`src/hw/rtl/hcb_pkg.sv`:
```
// Package for the homography canvas bounds block: shared constants, register
// indexes and the coefficient set type. No dependencies.
package hcb_pkg;

	// Default parameter values.
	localparam int DIM_BITS_DEF  = 12;
	localparam int FRAC_BITS_DEF = 16;

	// Coordinate range: truncated coordinates saturate to [-2^20, 2^20-1].
	localparam int Q_BITS  = 20;
	localparam int COORD_W = Q_BITS + 1;

	// Configuration port.
	localparam int CFG_IDX_W  = 3;
	localparam int CFG_DATA_W = 64;

	typedef enum logic [CFG_IDX_W-1:0] {
		REG_COEF_PAIR_0 = 3'd0,
		REG_COEF_PAIR_1 = 3'd1,
		REG_COEF_PAIR_2 = 3'd2,
		REG_COEF_PAIR_3 = 3'd3,
		REG_COEF_LAST   = 3'd4
	} reg_idx_t;

	// One signed fixed-point coefficient.
	typedef logic signed [31:0] coef_t;

	// The full 3x3 matrix.
	typedef struct packed {
		coef_t h00;
		coef_t h01;
		coef_t h02;
		coef_t h10;
		coef_t h11;
		coef_t h12;
		coef_t h20;
		coef_t h21;
		coef_t h22;
	} hmat_t;

endpackage

```
`src/hw/rtl/hcb_front.sv`:
```
// Front end of the canvas bounds block: accepts request transfers and holds
// them in a two-entry queue for the engine. Depends on hcb_pkg.
module hcb_front #(
	parameter int DIM_BITS = 12
) (
	input  logic                clk,
	input  logic                arst_n,
	input  logic                in_valid,
	output logic                in_ready,
	input  logic [DIM_BITS-1:0] image_width,
	input  logic [DIM_BITS-1:0] image_height,
	input  logic [DIM_BITS-1:0] base_width,
	input  logic [DIM_BITS-1:0] base_height,
	output logic                q_valid,
	input  logic                q_ready,
	output logic [4*DIM_BITS-1:0] q_item
);
	import hcb_pkg::*;

	localparam int ITEM_W = 4 * DIM_BITS;

	logic [ITEM_W-1:0] entry_q [2];
	logic              wr_ptr_q;
	logic              rd_ptr_q;
	logic [1:0]        count_q;
	logic              push;
	logic              pop;

	assign in_ready = (count_q != 2'd2);
	assign q_valid  = (count_q != 2'd0);
	assign q_item   = entry_q[rd_ptr_q];
	assign push     = in_valid && in_ready;
	assign pop      = q_valid && q_ready;

	// Queue storage takes the request fields as one word.
	always_ff @(posedge clk) begin
		if (push) begin
			entry_q[wr_ptr_q] <= {base_height, base_width, image_height, image_width};
		end
	end

	// Queue pointers and fill count.
	always_ff @(posedge clk or negedge arst_n) begin
		if (!arst_n) begin
			wr_ptr_q <= 1'b0;
			rd_ptr_q <= 1'b0;
			count_q  <= 2'd0;
		end else begin
			if (push) begin
				wr_ptr_q <= ~wr_ptr_q;
			end
			if (pop) begin
				rd_ptr_q <= ~rd_ptr_q;
			end
			if (push && !pop) begin
				count_q <= count_q + 2'd1;
			end else if (pop && !push) begin
				count_q <= count_q - 2'd1;
			end
		end
	end

endmodule

```
`config.mk`:
```
export PLATFORM = sky130hd
export DESIGN_NAME = hcb_front
export DESIGN_NICKNAME = d
export VERILOG_FILES = /design/src/hw/rtl/hcb_pkg.sv /design/src/hw/rtl/hcb_front.sv
export SDC_FILE = /design/constraint.sdc
export NUM_CORES = 1
export LEC_CHECK = 0
export ABC_AREA = 1
export BUFFER_PORTS_ARGS = -buffer_cell sky130_fd_sc_hd__buf_4
export CAP_MARGIN = 10
export CORE_MARGIN = 2
export CORE_UTILIZATION = 55
export DETAILED_ROUTE_END_ITERATION = 6
export PLACE_DENSITY = 0.93
export SLEW_MARGIN = 10
export SYNTH_ARGS = -nofsm -noshare
export SYNTH_HDL_FRONTEND = slang
export SYNTH_SLANG_ARGS = --single-unit
export TNS_END_PERCENT = 20
```
`constraint.sdc`:
```
create_clock -name clk -period 4.94 [get_ports clk]
set_input_delay 0.494 -clock clk [delete_from_list [all_inputs] [get_ports clk]]
set_output_delay 0.494 -clock clk [all_outputs]
set_load 0.01 [all_outputs]
```
# Yosys cells after proc, flatten, opt, wreduce, memory -nomap -nowiden
# Memories as Yosys holds them, arrays and structs flattened.
# Index checks and enable logic that the tools add are counted.
[totals] n_memories=1 inputBits=52 ram_bits=96 regBits=4 output_inout_bits=50 elab_cells=21
[classes] n_addsub=2 eq_ne=1 bitwise=2 n_reduce_logical=8 n_mux=4
[memory_table] memory="entry_q" depth=2 word_bits=48 read_ports=1 rd_ports_with_merged_regs=0 write_ports=1 line="hcb_front.sv:22" text="logic [ITEM_W-1:0] entry_q [2];"
[ops] cell="logical AND 1 bit" n=4
[ops] cell="two-way mux 2 bit" n=2
[ops] cell="nonzero test 2 bit" n=2
[ops] cell="adder 2 x 1 -> 2 bit (second input constant)" n=1
[ops] cell="logical NOT 1 bit" n=2
[ops] cell="two-way mux 1 bit" n=2
[ops] cell="inequality test 2 bit (second input constant)" n=1
[ops] cell="NOT 1 bit" n=2
[ops] cell="subtractor 2 x 1 -> 2 bit (second input constant)" n=1

# Logic depth before layout (Yosys ltp)
[depth] depth_word=6 depth_mapped=10

# Worst setup path before layout
# No wires, ideal clock.
[synth_path] path_kind="reg2reg" start="register count_q[0]" end="memory entry_q[0][0] (netlist bit), enable pin" setup_ns=0.454 stages_incl_launch_ff=5 arrival_ns=2.689 setup_slack_ns=1.797 period_less_slack_ns=3.143 cell_sequence="dfrtp_1 > inv_1 > nand2_1 > nand2_1 > nor2_1"
[synth_via] elab_chain_len=4
[synth_lines] element="start: declaration" line="hcb_front.sv:25" text="logic [1:0] count_q;"
[synth_lines] element="start signal: assignment" line="hcb_front.sv:56" text="count_q <= count_q + 2'd1;"
[synth_lines] element="start signal: assignment" line="hcb_front.sv:58" text="count_q <= count_q - 2'd1;"
[synth_lines] element="inequality test 2 bit" line="hcb_front.sv:29" text="assign in_ready = (count_q != 2'd2);"
[synth_lines] element="net in_ready" line="hcb_front.sv:9" text="output logic in_ready,"
[synth_lines] element="logical AND 1 bit" line="hcb_front.sv:32" text="assign push = in_valid && in_ready;"
[synth_lines] element="two-way mux 1 bit" line="hcb_front.sv:37" text="if (push) begin"
[synth_lines] element="two-way mux 1 bit (implied by the code)" line="hcb_front.sv:38" text="entry_q[wr_ptr_q] <= {base_height, base_width, image_height, image_width};"
[synth_lines] element="end: declaration" line="hcb_front.sv:22"
# The timed path passes the listed nets, and every way through them passes these cells.

# Worst setup path in the final report
[layout_path] start="register rd_ptr_q" end="output port q_item[1]"
[layout_via] elab_chain_len=1
[layout_lines] element="start: declaration" line="hcb_front.sv:24" text="logic rd_ptr_q;"
[layout_lines] element="start signal: assignment" line="hcb_front.sv:53" text="rd_ptr_q <= ~rd_ptr_q;"
[layout_lines] element="memory (2 x 48 bit)"
[layout_lines] element="end: declaration" line="hcb_front.sv:16" text="output logic [4*DIM_BITS-1:0] q_item"
# No other way between the ends.

==> results.txt <==
outcome - completed
Detailed Routing Iterations Pass 1 - 4
# diodes - 0
Final Hold Viols - 0
antenna viol nets, final - 0
Initial Util - 57.6%
Max Clock Skew - 0.0123 ns
syn_nets - 333
initial antenna violation count - 0
clk root buf - clkbuf_8
cells after synthesis - 280
io pins - 102
first-pass GRT wire length - 10400 um
via/cell ratio - 4.87
Pleak - 2.03 nW
type of origin of the critical path - flip-flop
number of library cell types mapped by synthesis - 14
FILL cells - 452
Final TNS setup - 0 ns
critical path required time - 4.45 ns
WHS - 0.317 ns
Die Y - 86.2 um
critical path data arrival time - 2.12 ns
largest net degree at the start of global routing - 51
deepest clock path buffer count - 2
Tightest Pin Transition - 0.824 ns
worst hold path class - in -> reg
FP Rows - 29
final WL - 6700 um
Post-Syn Area per Cell - 13.3 sq um
H-Tree Depth - 3
Netlist Area Pre-Place - 3720 sq um
worst slew slack as a fraction of its limit - 45.0%
DIE AREA - 7430 sq um
Synth Register Bits - 100
total core area - 6460 sq um
drt wl/cell - 14.3 um
PD cells - 563 nW/um^2
gr ovfl total - 0
cts bufs inserted - 9
Clock transition at path regs - 0.09 ns
Critical Path Sink Type - output port
worst setup path category - reg -> out
clock latency on the worst-skew pair - 0.35 ns
Total Nets Final - 438
sequential cell area fraction in the yosys report - 80.2%
RSZ-0062 raised after global routing - no
Core Util, Final - 73.0%
Sink Count - 100
CP max FO - 50
drt initial violations - 125
input/output buffers - 101
via count - 2272
Ys Warns - 0
maxcap violations - 0
CTS tree - yes
Max Clk Rate - 383 MHz
Die W - 86.2 um
period utilization - 52.8%
Final setup viols - 0
Final min period - 2.61 ns
total global routing track utilization - 18.7%
Max VDD drop - 280 uV
hpwl dp - 4300 um
layout cell share with drive strength beyond 1 - 31.5%
# DRC - 0
Slew Viols, Final - 0
synthesis-to-finish area growth - 26.8%
number of global-route vias before repair - 2381
GP Congestion - 0.717
==> registers in the layout (all words and copies together) (netlist names) <==
signal and cells:
count_q 2, entry_q 96, rd_ptr_q 1, wr_ptr_q 1
==> metrics by stage <==
step | area [sq um] | cells | setup WS, ns | total power [mW]
after CTS | 4710 | 467 | 2.30 | 2.68
after global routing | 4710 | 467 | 2.12 | 2.83
final | 4710 | 467 | 2.33 | 2.65
after detailed placement | 4530 | 450 | 2.69 | 2.24
after global placement | 4530 | 450 | 2.74 | 2.21
after floorplan | 3720 | 280 | 1.80 | 1.79
==> final cells by class <==
| cell class | instances | area, sq um | share of cell area, % |
|---|---|---|---|
| flip-flops and latches | 100 | 2980 | 63.3 |
| repair buffers | 105 | 791 | 16.8 |
| multi-input cells | 162 | 647 | 13.7 |
| clock buffers | 10 | 128 | 2.71 |
| well taps | 77 | 96.3 | 2.04 |
| clock inverters | 6 | 41.3 | 0.876 |
| inverters | 7 | 26.3 | 0.557 |
==> layer usage <==
layer / vias up / global-route usage (%) / routed length, um
li1: 1141 / - / -
met1: 1049 / 22.8 / 2780
met2: 69 / 32.1 / 3460
met3: 13 / 5.24 / 334
met4: 0 / 6.96 / 125
met5: - / 0 / 0
==> worst max-delay path, cell delays in order (launching register included) <==
cell and delay [ns]:
dfrtp_2 0.39, buf_4 0.30, inv_2 0.68, nand2_1 0.15, nand2_1 0.10, buf_4 0.13
==> report_power, final <==
part	switching [mW]	internal, mW
logic	0.592	0.407
registers	0.0495	1.16
clock network	0.262	0.182
total	0.903	1.75
==> layout by cell type (no fill, tap or decap) <==
master,netlist,layout
buf_4,1,104
clkbuf_1,0,1
clkbuf_8,0,9
clkinv_2,0,2
clkinv_4,0,1
clkinvlp_4,0,3
dfrtp_1,4,3
dfrtp_2,0,1
dlygate4sd3_1,0,1
edfxtp_1,96,96
ha_1,1,1
inv_1,6,6
inv_2,1,1
nand2_1,154,154
nand3_1,2,2
nand4_1,1,1
nor2_4,0,2
xnor2_1,1,1
xor2_1,1,1
==> synth_stat cells <==
cell type | number | share of area, %
nand2_1 | 154 | 16
edfxtp_1 | 96 | 78
buf_2 | 7 | 0.94
inv_1 | 6 | 0.61
dfrtp_1 | 4 | 2.7
buf_6 | 3 | 0.91
nand3_1 | 2 | 0.27
nor2_1 | 2 | 0.20
buf_4 | 1 | 0.20
ha_1 | 1 | 0.34
inv_2 | 1 | 0.10
nand4_1 | 1 | 0.17
xnor2_1 | 1 | 0.24
xor2_1 | 1 | 0.24
==> worst paths after layout <==
kind / startpoint / endpoint / slack (ns) / cells after the start
min in group asynchronous: arst_n / count_q[1] / 0.48 / 2
min: base_width[8] / entry_q[1][32] / 0.32 / 1
max in group asynchronous: arst_n / rd_ptr_q / 4.35 / 2
max reg2reg: count_q[0] / entry_q[0][19] / 3.19 / 5
max: rd_ptr_q / q_item[1] / 2.33 / 5
min reg2reg: count_q[1] / count_q[1] / 0.50 / 2
==> cells by family after synthesis <==
| family | Yosys count | synth area share [%] |
|---|---|---|
| and+or+nand+nor | 159 | 16.2 |
| DFF | 100 | 80.2 |
| buffers and inverters | 18 | 2.76 |
| xor gates and xnor gates | 2 | 0.471 |
| adders and majority gates | 1 | 0.337 |
==> timing repair <==
action	4_1_cts	5_1_grt
buffers inserted	0	0
hold endpoints to repair	4	0
hold buffers	1	0
endpoints found under the setup margin	0	0
gates resized for setup	0	0
(Power assumes the default switching activity.)
